==> src/rtl/swarq_pkg.sv <==
// ----------------------------------------------------------------------------
// swarq_pkg
// Types and constants shared by the stop-and-wait ARQ sender modules.
// ----------------------------------------------------------------------------
package swarq_pkg;

    localparam int unsigned NUM_BYTES  = 20;
    localparam int unsigned LANE_COUNT = 4;
    localparam int unsigned LANE_BYTES = NUM_BYTES / LANE_COUNT;
    localparam int unsigned LANE_SUM_W = 11;
    localparam int unsigned CHECK_W    = 13;
    localparam int unsigned TOTAL_W    = 18;
    localparam int unsigned TIMER_W    = 16;

    localparam logic [TIMER_W-1:0] TIMEOUT_RESET = 16'd20;

    typedef logic [NUM_BYTES-1:0][7:0]  payload_t;
    typedef logic [LANE_BYTES-1:0][7:0] lane_bytes_t;
    typedef logic [LANE_SUM_W-1:0]      lane_sum_t;

    typedef enum logic [1:0] {
        OP_MESSAGE = 2'd0,
        OP_PACKET  = 2'd1,
        OP_TICK    = 2'd2
    } opcode_t;

    typedef enum logic [2:0] {
        EV_IDLE_TICK = 3'd0,
        EV_SENT      = 3'd1,
        EV_RESENT    = 3'd2,
        EV_ACK_OK    = 3'd3,
        EV_CORRUPT   = 3'd4,
        EV_IGNORED   = 3'd5,
        EV_BUSY      = 3'd6
    } event_t;

    // Header fields of one request, held in the first stage.
    typedef struct packed {
        logic [1:0]  opcode;
        logic [15:0] seq_number;
        logic [15:0] ack_number;
        logic [31:0] check_value;
    } req_hdr_t;

    typedef struct packed {
        logic [2:0]         event_code;
        logic               out_seq;
        logic               out_ack;
        logic [CHECK_W-1:0] out_check;
        payload_t           out_payload;
        logic               awaiting_ack;
    } result_t;

endpackage

==> src/rtl/swarq_ifs.sv <==
// ----------------------------------------------------------------------------
// swarq_req_if / swarq_rsp_if
// Valid/ready channels for requests into and results out of the sender.
// ----------------------------------------------------------------------------
interface swarq_req_if;
    logic        valid;
    logic        ready;
    logic [1:0]  opcode;
    logic [15:0] seq_number;
    logic [15:0] ack_number;
    logic [31:0] check_value;
    logic [63:0] payload_low;
    logic [63:0] payload_mid;
    logic [31:0] payload_high;

    modport source (
        output valid, opcode, seq_number, ack_number, check_value,
               payload_low, payload_mid, payload_high,
        input  ready
    );
    modport sink (
        input  valid, opcode, seq_number, ack_number, check_value,
               payload_low, payload_mid, payload_high,
        output ready
    );
endinterface

interface swarq_rsp_if;
    logic        valid;
    logic        ready;
    logic [2:0]  event_code;
    logic        out_seq;
    logic        out_ack;
    logic [12:0] out_check;
    logic [63:0] out_payload_low;
    logic [63:0] out_payload_mid;
    logic [31:0] out_payload_high;
    logic        awaiting_ack;

    modport source (
        output valid, event_code, out_seq, out_ack, out_check,
               out_payload_low, out_payload_mid, out_payload_high, awaiting_ack,
        input  ready
    );
    modport sink (
        input  valid, event_code, out_seq, out_ack, out_check,
               out_payload_low, out_payload_mid, out_payload_high, awaiting_ack,
        output ready
    );
endinterface

==> src/rtl/swarq_lane.sv <==
// ----------------------------------------------------------------------------
// swarq_lane
// One checksum lane: masks its slice of payload bytes and registers the
// bytes together with their partial sum.
// ----------------------------------------------------------------------------
module swarq_lane
    import swarq_pkg::*;
#(
    parameter int unsigned LANE_INDEX    = 0,
    parameter int unsigned PAYLOAD_BYTES = 20
)
(
    input  logic        clk,
    input  logic        load,
    input  lane_bytes_t bytes_in,
    output lane_bytes_t bytes_reg,
    output lane_sum_t   sum_reg
);

    lane_bytes_t bytes_next;
    lane_sum_t   sum_next;

    // Bytes past the configured payload length are forced to zero.
    always_comb
    begin
        sum_next = '0;
        for (int unsigned j = 0; j < LANE_BYTES; j++)
        begin
            if (LANE_INDEX * LANE_BYTES + j < PAYLOAD_BYTES)
            begin
                bytes_next[j] = bytes_in[j];
            end
            else
            begin
                bytes_next[j] = 8'd0;
            end
            sum_next = sum_next + {3'd0, bytes_next[j]};
        end
    end

    always_ff @(posedge clk)
    begin
        if (load)
        begin
            bytes_reg <= bytes_next;
            sum_reg   <= sum_next;
        end
    end

endmodule

==> src/rtl/swarq_ctrl.sv <==
// ----------------------------------------------------------------------------
// swarq_ctrl
// Merges the lane sums, checks arriving packets and runs the sender state:
// wait flag, sequence bit, retransmission timer and the saved packet.
// ----------------------------------------------------------------------------
module swarq_ctrl
    import swarq_pkg::*;
(
    input  logic                        clk,
    input  logic                        rst_n,
    input  logic                        cfg_we,
    input  logic [TIMER_W-1:0]          cfg_wdata,
    input  logic                        fire,
    input  req_hdr_t                    hdr,
    input  payload_t                    payload,
    input  logic [LANE_COUNT-1:0][LANE_SUM_W-1:0] lane_sums,
    output result_t                     result
);

    logic               waiting_reg, waiting_next;
    logic               seq_bit_reg, seq_bit_next;
    logic [TIMER_W-1:0] timer_reg, timer_next;
    logic [TIMER_W-1:0] timeout_reg;
    payload_t           saved_payload_reg;
    logic [CHECK_W-1:0] saved_check_reg;

    logic [CHECK_W-1:0] byte_sum;
    logic [TOTAL_W-1:0] packet_total;
    logic               check_ok;
    logic [CHECK_W-1:0] msg_check;
    logic               new_send;
    logic               sent;
    logic [2:0]         ev;

    always_comb
    begin
        byte_sum = '0;
        for (int unsigned g = 0; g < LANE_COUNT; g++)
        begin
            byte_sum = byte_sum + {{(CHECK_W - LANE_SUM_W){1'b0}}, lane_sums[g]};
        end
    end

    assign packet_total = {2'd0, hdr.seq_number} + {2'd0, hdr.ack_number}
                        + {{(TOTAL_W - CHECK_W){1'b0}}, byte_sum};
    assign check_ok     = ({{(32 - TOTAL_W){1'b0}}, packet_total} == hdr.check_value);
    assign msg_check    = byte_sum + {{(CHECK_W - 1){1'b0}}, seq_bit_reg};

    always_comb
    begin
        waiting_next = waiting_reg;
        seq_bit_next = seq_bit_reg;
        timer_next   = timer_reg;
        new_send     = 1'b0;
        sent         = 1'b0;
        ev           = EV_IGNORED;
        unique case (hdr.opcode)
            OP_MESSAGE:
            begin
                if (waiting_reg)
                begin
                    ev = EV_BUSY;
                end
                else
                begin
                    waiting_next = 1'b1;
                    timer_next   = timeout_reg;
                    new_send     = 1'b1;
                    sent         = 1'b1;
                    ev           = EV_SENT;
                end
            end
            OP_PACKET:
            begin
                if (!check_ok)
                begin
                    ev = EV_CORRUPT;
                end
                else if (waiting_reg && hdr.ack_number == {15'd0, seq_bit_reg})
                begin
                    waiting_next = 1'b0;
                    seq_bit_next = ~seq_bit_reg;
                    ev           = EV_ACK_OK;
                end
                else
                begin
                    ev = EV_IGNORED;
                end
            end
            OP_TICK:
            begin
                if (!waiting_reg)
                begin
                    ev = EV_IDLE_TICK;
                end
                else if (timer_reg <= 16'd1)
                begin
                    // A count of zero or one expires on this tick.
                    timer_next = timeout_reg;
                    sent       = 1'b1;
                    ev         = EV_RESENT;
                end
                else
                begin
                    timer_next = timer_reg - 16'd1;
                    ev         = EV_IDLE_TICK;
                end
            end
            default:
            begin
                ev = EV_IGNORED;
            end
        endcase
    end

    always_comb
    begin
        result              = '0;
        result.event_code   = ev;
        result.awaiting_ack = waiting_next;
        if (sent)
        begin
            result.out_seq     = seq_bit_reg;
            result.out_check   = new_send ? msg_check : saved_check_reg;
            result.out_payload = new_send ? payload : saved_payload_reg;
        end
    end

    always_ff @(posedge clk or negedge rst_n)
    begin
        if (!rst_n)
        begin
            waiting_reg <= 1'b0;
            seq_bit_reg <= 1'b0;
            timer_reg   <= '0;
            timeout_reg <= TIMEOUT_RESET;
        end
        else
        begin
            if (fire)
            begin
                waiting_reg <= waiting_next;
                seq_bit_reg <= seq_bit_next;
                timer_reg   <= timer_next;
            end
            if (cfg_we)
            begin
                timeout_reg <= cfg_wdata;
            end
        end
    end

    always_ff @(posedge clk)
    begin
        if (fire && new_send)
        begin
            saved_payload_reg <= payload;
            saved_check_reg   <= msg_check;
        end
    end

endmodule

==> src/rtl/swarq_skid.sv <==
// ----------------------------------------------------------------------------
// swarq_skid
// Two-entry output buffer: an output register plus a skid register, so a
// new result can be taken while the previous one is still stalled.
// ----------------------------------------------------------------------------
module swarq_skid
    import swarq_pkg::*;
(
    input  logic    clk,
    input  logic    rst_n,
    input  logic    push,
    input  result_t push_data,
    output logic    full,
    output logic    out_valid,
    output result_t out_data,
    input  logic    out_ready
);

    logic    out_valid_reg;
    logic    skid_valid_reg;
    result_t out_data_reg;
    result_t skid_data_reg;
    logic    pop;

    assign pop       = out_valid_reg && out_ready;
    assign full      = skid_valid_reg;
    assign out_valid = out_valid_reg;
    assign out_data  = out_data_reg;

    always_ff @(posedge clk or negedge rst_n)
    begin
        if (!rst_n)
        begin
            out_valid_reg  <= 1'b0;
            skid_valid_reg <= 1'b0;
        end
        else if (skid_valid_reg)
        begin
            if (pop)
            begin
                skid_valid_reg <= 1'b0;
            end
        end
        else if (push)
        begin
            if (out_valid_reg && !pop)
            begin
                skid_valid_reg <= 1'b1;
            end
            else
            begin
                out_valid_reg <= 1'b1;
            end
        end
        else if (pop)
        begin
            out_valid_reg <= 1'b0;
        end
    end

    always_ff @(posedge clk)
    begin
        if (skid_valid_reg)
        begin
            if (pop)
            begin
                out_data_reg <= skid_data_reg;
            end
        end
        else if (push)
        begin
            if (out_valid_reg && !pop)
            begin
                skid_data_reg <= push_data;
            end
            else
            begin
                out_data_reg <= push_data;
            end
        end
    end

endmodule

==> src/rtl/stop_and_wait_arq_sender_unit.sv <==
// ----------------------------------------------------------------------------
// stop_and_wait_arq_sender_unit
// Alternating-bit stop-and-wait sender: frames messages, checks arriving
// acknowledgements and retransmits on timer expiry.
//
//   channel   direction  contents
//   req       in         opcode, packet header fields, 20 payload bytes
//   rsp       out        event code, emitted packet, wait status
//   cfg       in         retransmission timeout in ticks (write only)
//
// One request per cycle is accepted while req is ready; each gives one result.
// The first stage splits the checksum over four byte lanes; the second merges
// the lane sums and updates the sender state, which is what closes the loop.
// Reset clears the wait flag, sequence bit and timer and sets the timeout to
// 20. A stalled rsp is absorbed by a skid register, so req stays ready
// until both result registers are full and the first stage holds a request.
// ----------------------------------------------------------------------------
module stop_and_wait_arq_sender_unit
    import swarq_pkg::*;
#(
    parameter int unsigned PAYLOAD_BYTES = 20
)
(
    input  logic               clk,
    input  logic               rst_n,
    input  logic               cfg_we,
    input  logic [TIMER_W-1:0] cfg_wdata,
    swarq_req_if.sink          req,
    swarq_rsp_if.source        rsp
);

    payload_t payload_in;
    logic     load;
    logic     s1_valid_reg;
    logic     s1_fire;
    logic     skid_full;
    req_hdr_t hdr_reg;
    result_t  result;
    result_t  rsp_data;
    payload_t s1_payload;

    logic [LANE_COUNT-1:0][LANE_BYTES-1:0][7:0]  lane_bytes;
    logic [LANE_COUNT-1:0][LANE_SUM_W-1:0]       lane_sums;

    assign payload_in = {req.payload_high, req.payload_mid, req.payload_low};
    assign s1_fire    = s1_valid_reg && !skid_full;
    assign req.ready  = !s1_valid_reg || s1_fire;
    assign load       = req.valid && req.ready;
    assign s1_payload = lane_bytes;

    always_ff @(posedge clk or negedge rst_n)
    begin
        if (!rst_n)
        begin
            s1_valid_reg <= 1'b0;
        end
        else if (load)
        begin
            s1_valid_reg <= 1'b1;
        end
        else if (s1_fire)
        begin
            s1_valid_reg <= 1'b0;
        end
    end

    always_ff @(posedge clk)
    begin
        if (load)
        begin
            hdr_reg.opcode      <= req.opcode;
            hdr_reg.seq_number  <= req.seq_number;
            hdr_reg.ack_number  <= req.ack_number;
            hdr_reg.check_value <= req.check_value;
        end
    end

    for (genvar g = 0; g < LANE_COUNT; g++)
    begin : g_lane
        swarq_lane #(
            .LANE_INDEX    (g),
            .PAYLOAD_BYTES (PAYLOAD_BYTES)
        ) u_lane (
            .clk       (clk),
            .load      (load),
            .bytes_in  (payload_in[g*LANE_BYTES +: LANE_BYTES]),
            .bytes_reg (lane_bytes[g]),
            .sum_reg   (lane_sums[g])
        );
    end

    swarq_ctrl u_ctrl (
        .clk       (clk),
        .rst_n     (rst_n),
        .cfg_we    (cfg_we),
        .cfg_wdata (cfg_wdata),
        .fire      (s1_fire),
        .hdr       (hdr_reg),
        .payload   (s1_payload),
        .lane_sums (lane_sums),
        .result    (result)
    );

    swarq_skid u_skid (
        .clk       (clk),
        .rst_n     (rst_n),
        .push      (s1_fire),
        .push_data (result),
        .full      (skid_full),
        .out_valid (rsp.valid),
        .out_data  (rsp_data),
        .out_ready (rsp.ready)
    );

    assign rsp.event_code       = rsp_data.event_code;
    assign rsp.out_seq          = rsp_data.out_seq;
    assign rsp.out_ack          = rsp_data.out_ack;
    assign rsp.out_check        = rsp_data.out_check;
    assign rsp.out_payload_low  = rsp_data.out_payload[7:0];
    assign rsp.out_payload_mid  = rsp_data.out_payload[15:8];
    assign rsp.out_payload_high = rsp_data.out_payload[19:16];
    assign rsp.awaiting_ack     = rsp_data.awaiting_ack;

endmodule
==> src/flat_wrapper.sv <==
// flat-port wrapper written by rule: the top's interface ports become plain ports
module stop_and_wait_arq_sender_unit_flat import swarq_pkg::*;
#(
    parameter int unsigned PAYLOAD_BYTES = 20
)
  (clk, rst_n, cfg_we, cfg_wdata, req_valid, req_opcode, req_seq_number, req_ack_number, req_check_value, req_payload_low, req_payload_mid, req_payload_high, req_ready, rsp_valid, rsp_event_code, rsp_out_seq, rsp_out_ack, rsp_out_check, rsp_out_payload_low, rsp_out_payload_mid, rsp_out_payload_high, rsp_awaiting_ack, rsp_ready);
  swarq_req_if req_i ();
  swarq_rsp_if rsp_i ();
  input  logic clk;
  input  logic rst_n;
  input  logic cfg_we;
  input  logic [TIMER_W-1:0] cfg_wdata;
  input wire logic [$bits(req_i.valid)-1:0] req_valid;
  input wire logic [$bits(req_i.opcode)-1:0] req_opcode;
  input wire logic [$bits(req_i.seq_number)-1:0] req_seq_number;
  input wire logic [$bits(req_i.ack_number)-1:0] req_ack_number;
  input wire logic [$bits(req_i.check_value)-1:0] req_check_value;
  input wire logic [$bits(req_i.payload_low)-1:0] req_payload_low;
  input wire logic [$bits(req_i.payload_mid)-1:0] req_payload_mid;
  input wire logic [$bits(req_i.payload_high)-1:0] req_payload_high;
  output wire logic [$bits(req_i.ready)-1:0] req_ready;
  output wire logic [$bits(rsp_i.valid)-1:0] rsp_valid;
  output wire logic [$bits(rsp_i.event_code)-1:0] rsp_event_code;
  output wire logic [$bits(rsp_i.out_seq)-1:0] rsp_out_seq;
  output wire logic [$bits(rsp_i.out_ack)-1:0] rsp_out_ack;
  output wire logic [$bits(rsp_i.out_check)-1:0] rsp_out_check;
  output wire logic [$bits(rsp_i.out_payload_low)-1:0] rsp_out_payload_low;
  output wire logic [$bits(rsp_i.out_payload_mid)-1:0] rsp_out_payload_mid;
  output wire logic [$bits(rsp_i.out_payload_high)-1:0] rsp_out_payload_high;
  output wire logic [$bits(rsp_i.awaiting_ack)-1:0] rsp_awaiting_ack;
  input wire logic [$bits(rsp_i.ready)-1:0] rsp_ready;
  assign req_i.valid = req_valid;
  assign req_i.opcode = req_opcode;
  assign req_i.seq_number = req_seq_number;
  assign req_i.ack_number = req_ack_number;
  assign req_i.check_value = req_check_value;
  assign req_i.payload_low = req_payload_low;
  assign req_i.payload_mid = req_payload_mid;
  assign req_i.payload_high = req_payload_high;
  assign req_ready = req_i.ready;
  assign rsp_valid = rsp_i.valid;
  assign rsp_event_code = rsp_i.event_code;
  assign rsp_out_seq = rsp_i.out_seq;
  assign rsp_out_ack = rsp_i.out_ack;
  assign rsp_out_check = rsp_i.out_check;
  assign rsp_out_payload_low = rsp_i.out_payload_low;
  assign rsp_out_payload_mid = rsp_i.out_payload_mid;
  assign rsp_out_payload_high = rsp_i.out_payload_high;
  assign rsp_awaiting_ack = rsp_i.awaiting_ack;
  assign rsp_i.ready = rsp_ready;
  stop_and_wait_arq_sender_unit #(.PAYLOAD_BYTES(PAYLOAD_BYTES)) u_core (.clk(clk), .rst_n(rst_n), .cfg_we(cfg_we), .cfg_wdata(cfg_wdata), .req(req_i), .rsp(rsp_i));
endmodule
==> config.mk <==
export PLATFORM = sky130hd
export DESIGN_NAME = stop_and_wait_arq_sender_unit_flat
export DESIGN_NICKNAME = d
export VERILOG_FILES = /design/src/rtl/swarq_pkg.sv /design/src/rtl/swarq_ifs.sv /design/src/rtl/swarq_lane.sv /design/src/rtl/swarq_ctrl.sv /design/src/rtl/swarq_skid.sv /design/src/rtl/stop_and_wait_arq_sender_unit.sv /design/src/flat_wrapper.sv
export SDC_FILE = /design/constraint.sdc
export NUM_CORES = 1
export LEC_CHECK = 0
export ABC_AREA = 1
export BUFFER_PORTS_ARGS = -buffer_cell sky130_fd_sc_hd__buf_2
export CORE_MARGIN = 2
export CORE_UTILIZATION = 40
export DETAILED_ROUTE_END_ITERATION = 10
export PLACE_DENSITY = 0.58
export SETUP_SLACK_MARGIN = 0.05
export SYNTH_ARGS = -nofsm -noshare
export SYNTH_HDL_FRONTEND = slang
export SYNTH_SLANG_ARGS = --single-unit
==> constraint.sdc <==
create_clock -name clk -period 36.9 [get_ports clk]
set_input_delay 3.69 -clock clk [delete_from_list [all_inputs] [get_ports clk]]
set_output_delay 3.69 -clock clk [all_outputs]
set_load 0.1 [all_outputs]
==> parameters.txt, run 1 <==
Parameter                              Value

Outcome
  Status    completed

Drt
  Detailed-route wire length per cell    19.9 um
  Met2 WL    47.5 mm
  Drt first-iter violations    1824
  Post-detailed-route count of antenna-violating nets    0
  Routed metal-1 wire length    40.5 mm
  Number of vias in the routed layout    23000
  Remaining DRCs    0
  DR pass1 iterations    5
  Via count normalized by instance count    4.77
  Detailed-route wire length    96.1 mm
  Topmost layer with routed signal wires    met5
  Met3 WL    5.69 mm

Layout
  Post-synthesis to final-layout area growth    17.6%
  # nets final    3948
  Share of post-route cells with drive strength above 1    20.1%
  Fill cells    8542
  Final design utilization    47.4%

GRT
  Initial antenna violation count    9
  Vias in the first global route    22800
  Overall global routing resource usage    19.9%
  Pin count of the biggest net entering global routing    144
  First-pass GRT wire length    142 mm
  GRT Residual Overflow    0

Logic synthesis
  Number of storage elements in the synthesis netlist    836
  Average cell area after synthesis    12.3 um2
  Fraction of synthesis flops using an asynchronous set or reset pin    4.43%
  Top post-synthesis cells by area    sky130_fd_sc_hd__edfxtp_1 64%, sky130_fd_sc_hd__nand2_1 11%, sky130_fd_sc_hd__fa_1 6.8%
  Number of distinct library cells after synthesis    47
  Most common cell in the synthesized netlist    sky130_fd_sc_hd__nand2_1
  Sequential fraction of the synthesis area    66.5%
  Warnings, synthesis    0
  Mapped Nets    3506
  Share of the synthesized area in the top cell type    64.0%
  Most instantiated flip-flop cell in the synthesis netlist    sky130_fd_sc_hd__edfxtp_1
  Cell taking the most area after synthesis    sky130_fd_sc_hd__edfxtp_1
  Post-Synthesis Cell Area    37500 um2
  Number of enable-type register cells in the synthesized netlist    799
  Number of instances in the synthesized netlist    3053
  Top cells by instance count after synthesis    1074 x sky130_fd_sc_hd__nand2_1, 799 x sky130_fd_sc_hd__edfxtp_1, 279 x sky130_fd_sc_hd__inv_1, 128 x sky130_fd_sc_hd__fa_1, 124 x sky130_fd_sc_hd__a21oi_1

Placement
  Final RePlAce weighted congestion    0.870
  HPWL reported at the end of detailed placement    64.4 mm
  Number of port buffers    426

Floorplan
  Die ar.    96200 um2
  Std cell rows    112
  Core area    93000 um2
  Height of the chip    310 um
  Chip width    310 um
  Starting Density    40.3%
  I/O Pins    428

Critical path
  Worst path top cell family by delay    adder cells
  Category of the worst setup path launch point    input pin
  Biggest fanout along the worst timing path    2
  Slowest cell on the critical path    sky130_fd_sc_hd__fa_1
  Kind of critical path    in2reg
  Start of the worst register-to-register path    u_core.g_lane[2].u_lane.sum_reg[1]$_DFFE_PP_
  Signal arrival time at the worst endpoint    6.98 ns
  Critical Path Most Common Cell    sky130_fd_sc_hd__inv_1
  CP required    37.32 ns
  Register-to-Register Path Depth    31
  Crit path buf inv count    6
  Cell-by-cell listing of the critical path    buf_2, fa_1, fa_1, inv_1, fa_1, inv_1, ha_1, inv_1, fa_1, o21ai_0, a21oi_1, inv_1, a21oi_1, inv_1, a21oi_1, o21ai_0, xor2_1
  Number of cells on the critical path    17
  Crit. Startpoint    req_payload_high[1]
  Max stage delay on crit path    0.49 ns
  Worst Setup End Kind    register

Clock tree
  Clock slew seen by the registers of the worst setup and hold paths    0.06 ns
  Max Buffers Root-to-Sink    3
  Cell at the root of the clock tree    sky130_fd_sc_hd__clkbuf_16
  Cts-stage hold buffer count    0
  Post-CTS Setup Bufs    0
  Skew-Pair Late Insertion Delay    0.68 ns
  Count of clock tree sinks    836
  Number of buffers added by the clock tree synthesis step    95
  H-tree Lvls    3
  CTS tree    yes
  Post-CTS sizing    0

Timing
  Max_slew headroom    27.8%
  Clock tree skew after final layout    0.0309 ns
  Maximum achievable frequency    0.152 GHz
  Setup violations, final    0
  Setup TNS    0 ns
  Hold Vio Cnt, Final    0
  Tightest Pin Transition    1.08 ns
  Setup repair after global routing missed its margin    no
  Final cycle utilization of the critical path    17.8%
  Crit path time final    6.57 ns
  Max-slew violation count    0

Worst hold path
  Hold-critical path depth    0
  Min-delay src    u_core.g_lane[2].u_lane.bytes_reg[15]$_DFFE_PP_
  Class of the most critical hold timing path    reg2reg

Flow run
  Number of violations of the max-capacitance limit    0
==> through the flow <==
stage / cells / setup WS [ns] / hold WS, ns / instance area [um2]
6_report: 4833 / 30.33 / 0.443 / 44100
5_1_grt: 4831 / 30.08 / 0.453 / 44100
4_1_cts: 4828 / 30.37 / 0.443 / 44100
3_5_place_dp: 4652 / 29.63 / 0.434 / 41000
3_3_place_gp: 4652 / 29.62 / 0.428 / 41000
2_1_floorplan: 3053 / 19.23 / 0.427 / 37500
==> per-layer routing <==
layer | global-route usage, % | up-vias
li1 | - | 11100
met1 | 26.4 | 11200
met2 | 33.5 | 598
met3 | 3.93 | 136
met4 | 5.62 | 6
met5 | 0 | -
==> final cells by class <==
type	count	area, um2	share of cell area [%]
flip-flops and latches	836	24900	56.5
clock buffers	116	2490	5.64
well taps	1254	1570	3.56
clock inverters	60	576	1.31
repair buffers	448	2330	5.30
inverters	285	1090	2.47
multi-input cells	1829	11100	25.2
diodes	5	12.5	0.0284
==> final timing paths <==
check | slack, ns | end
worst max-delay path | 30.33 | u_core.g_lane[3].u_lane.sum_reg[9]$_DFFE_PP_
worst min-delay path | 0.44 | u_core.u_ctrl.saved_payload_reg[95]$_DFFE_PP_
worst max register to register | 31.14 | u_core.u_skid.out_data[0]$_DFFE_PP_
worst min register to register | 0.44 | u_core.u_ctrl.saved_payload_reg[95]$_DFFE_PP_
max in group asynchronous | 33.12 | u_core.u_skid.full$_DFF_PN0_
min in group asynchronous | 3.13 | u_core.u_ctrl.timeout_reg[1]$_DFFE_PN0P_
==> kinds of logic after synthesis <==
logic type | count (synthesis) | share of synthesized area (%)
XOR/XNOR | 63 | 1.59
buffers and inverters | 388 | 4.04
adder cells (fa/ha/maj) | 206 | 9.44
AND/OR/NAND/NOR | 1247 | 13.1
flip-flops | 836 | 66.5
AO/OA/AOI/OAI | 308 | 5.27
other | 1 | 0.0100
multiplexers | 4 | 0.120
==> layout by cell type, fill, tap and decap left out, types with 7 or more instances in the layout <==
cell,count
sky130_fd_sc_hd__o21ai_0,60
sky130_fd_sc_hd__xor2_1,39
sky130_fd_sc_hd__clkbuf_1,19
sky130_fd_sc_hd__xnor2_1,18
sky130_fd_sc_hd__a21oi_2,102
sky130_fd_sc_hd__nor2_1,72
sky130_fd_sc_hd__inv_1,279
sky130_fd_sc_hd__bufinv_16,7
sky130_fd_sc_hd__clkbuf_16,96
sky130_fd_sc_hd__edfxtp_1,799
sky130_fd_sc_hd__fa_1,128
sky130_fd_sc_hd__nand2_1,1074
sky130_fd_sc_hd__clkinv_2,8
sky130_fd_sc_hd__dfrtp_1,34
sky130_fd_sc_hd__clkinv_1,29
sky130_fd_sc_hd__buf_4,19
sky130_fd_sc_hd__buf_2,426
sky130_fd_sc_hd__nand3_1,51
sky130_fd_sc_hd__a21oi_1,123
sky130_fd_sc_hd__ha_1,78
sky130_fd_sc_hd__nand4_1,13
==> worst register-to-register path, delay by kind of cell, from the launching register on <==
family,cells,cell delay [ns]
adder cells (fa/ha/maj),6,2.57
AND/OR/NAND/NOR,18,2.07
flip-flops,1,0.39
buffers and inverters,5,0.29
AO/OA/AOI/OAI,2,0.20
Power of run 1 is left out: the tool's default activity adds up to more than one toggle a clock period on the data nets, which glitch-free logic cannot reach.
==> run 2: changes to the inputs <==
--- a/config.mk
+++ b/config.mk
@@ -10,7 +10,7 @@
 export CORE_MARGIN = 2
 export CORE_UTILIZATION = 40
 export DETAILED_ROUTE_END_ITERATION = 10
-export PLACE_DENSITY = 0.58
+export PLACE_DENSITY = 0.6
 export SETUP_SLACK_MARGIN = 0.05
 export SYNTH_ARGS = -nofsm -noshare
 export SYNTH_HDL_FRONTEND = slang
==> constraint.sdc (replaced) <==
create_clock -name clk -period 5.7 [get_ports clk]
set_input_delay 0.57 -clock clk [delete_from_list [all_inputs] [get_ports clk]]
set_output_delay 0.57 -clock clk [all_outputs]
set_load 0.1 [all_outputs]
==> parameters.txt, run 2 (synthesized netlist as in run 1, its figures left out) <==
Parameter                              Value

Clock tree
  CTS tree    yes
  Count of clock tree sinks    836
  Clock slew seen by the registers of the worst setup and hold paths    0.06 ns
  H-tree Lvls    3
  Skew-Pair Late Insertion Delay    0.67 ns
  Max Buffers Root-to-Sink    3
  Cts-stage hold buffer count    0
  Number of buffers added by the clock tree synthesis step    92
  Cell at the root of the clock tree    sky130_fd_sc_hd__clkbuf_16

Placement
  Instance area at placement    41100 um2
  Number of port buffers    426
  HPWL reported at the end of detailed placement    64.8 mm
  Final RePlAce weighted congestion    0.807
  Number of instances in the placed design    4657

Layout
  Share of post-route cells with drive strength above 1    21.3%
  Highest-count cells in the layout ignoring fill and taps    1068 x sky130_fd_sc_hd__nand2_1, 799 x sky130_fd_sc_hd__edfxtp_1, 426 x sky130_fd_sc_hd__buf_2
  Final Instance Area    44200 um2
  Final cell count without fillers    4838
  Most common cell after layout, fill and taps aside    sky130_fd_sc_hd__nand2_1
  Post-synthesis to final-layout area growth    17.9%
  # nets final    3953

Critical path
  CP required    6.12 ns
  Critical Path Most Common Cell    sky130_fd_sc_hd__nand2_1
  Kind of critical path    reg2reg
  Category of the worst setup path launch point    register
  Slowest cell on the critical path    sky130_fd_sc_hd__fa_1
  Start of the worst register-to-register path    u_core.g_lane[2].u_lane.sum_reg[1]$_DFFE_PP_
  Crit. Startpoint    u_core.g_lane[2].u_lane.sum_reg[1]$_DFFE_PP_
  Worst Setup End Kind    register
  Biggest fanout along the worst timing path    4
  Max stage delay on crit path    0.49 ns
  Signal arrival time at the worst endpoint    5.68 ns

GRT
  Initial antenna violation count    12
  First-pass GRT wire length    141 mm
  GRT Residual Overflow    0
  Pin count of the biggest net entering global routing    183
  Vias in the first global route    22700
  Overall global routing resource usage    19.7%

Timing
  Hold slack final    0.0127 ns
  Hold Vio Cnt, Final    0
  Setup violations, final    0
  Setup TNS    0 ns
  Crit path time final    5.26 ns
  Max-slew violation count    0
  Max_slew headroom    31.6%
  Setup repair after global routing missed its margin    yes
  Tightest Pin Transition    1.03 ns
  Final cycle utilization of the critical path    92.3%
  Clock tree skew after final layout    0.0204 ns
  Maximum achievable frequency    0.190 GHz

Floorplan
  Std cell rows    112
  Starting Density    40.3%
  Chip width    310 um
  I/O Pins    428
  Height of the chip    310 um
  Die ar.    96200 um2
  Core area    93000 um2

Drt
  Via count normalized by instance count    4.73
  Remaining DRCs    0
  Number of vias in the routed layout    22900
  DR pass1 iterations    5
  Detailed-route wire length per cell    19.6 um
  Post-detailed-route count of antenna-violating nets    0
  Drt first-iter violations    1659
  Detailed-route wire length    94.6 mm

Flow run
  Number of violations of the max-capacitance limit    0

Worst hold path
  Class of the most critical hold timing path    in2async

Outcome
  Status    completed
run 2: cell count changes in the layout (fill, tap and decap cells not counted), moves of 5 or more:
cell | previous run | this run
sky130_fd_sc_hd__clkinv_1 | 29 | 21
sky130_fd_sc_hd__clkinv_2 | 8 | 16
sky130_fd_sc_hd__nor2_1 | 72 | 64
sky130_fd_sc_hd__buf_4 | 19 | 26
sky130_fd_sc_hd__nand2_1 | 1074 | 1068
sky130_fd_sc_hd__nand2_2 | 5 | 11
sky130_fd_sc_hd__nor2_2 | 3 | 9
sky130_fd_sc_hd__ha_1 | 78 | 73
run 2: per-stage QoR:
step / setup WS, ns / utilization [%]
2_1_floorplan: 0.0653 / -
3_3_place_gp: 0.0773 / 44.1
3_5_place_dp: 0.0553 / 44.1
4_1_cts: 0.0694 / 47.3
5_1_grt: 0.0520 / 47.5
6_report: 0.440 / 47.5
run 2: critical path: cells and delay by family (launching register included):
family                     cells  cell delay [ns]
adders and majority gates      6             2.31
DFF                            1             0.37
and+or+nand+nor               16             1.64
AOI/OAI and AO/OA              1             0.12
buffers and inverters          4             0.29
xor gates and xnor gates       1             0.26
run 2: cell type report:
cell class	instances	area (um2)
clock buffer	109	2380
clock inverter	61	557
sequential	836	24900
tap	1254	1570
timing repair buffer	456	2410
fill	8520	48900
multi-input combinational	1829	11200
inverter	285	1090
antenna	8	20.0
run 2: timing repair:
item                       CTS  global route
setup buffers                0             3
setup endpoints to repair    2            10
resized for setup            2            34
pin swaps                    0             8
run 2: path summary, 6_finish.rpt:
path / end / slack, ns / cells past startpoint
setup reg to reg: u_core.u_skid.out_data[0]$_DFFE_PP_ / 0.44 / 28
hold / removal: u_core.u_ctrl.timeout_reg[0]$_DFFE_PN0P_ / 0.01 / 1
min in group clk: u_core.hdr_reg[13]$_DFFE_PP_ / 0.07 / 1
setup / recovery: u_core.u_skid.out_data[0]$_DFFE_PP_ / 0.44 / 28
max in group asynchronous: u_core.u_skid.full$_DFF_PN0_ / 5.02 / 1
hold reg to reg: u_core.u_ctrl.saved_payload_reg[73]$_DFFE_PP_ / 0.43 / 0
run 2: routing by layer:
metal / global-route usage [%] / wire (um) / vias up
met4: 6.19 / 2000 / 4
met3: 3.60 / 5340 / 106
met2: 32.2 / 45800 / 622
met1: 26.7 / 41500 / 11000
met5: 0 / 26 / -
li1: - / - / 11100
Power of run 2 is left out for the same reason.
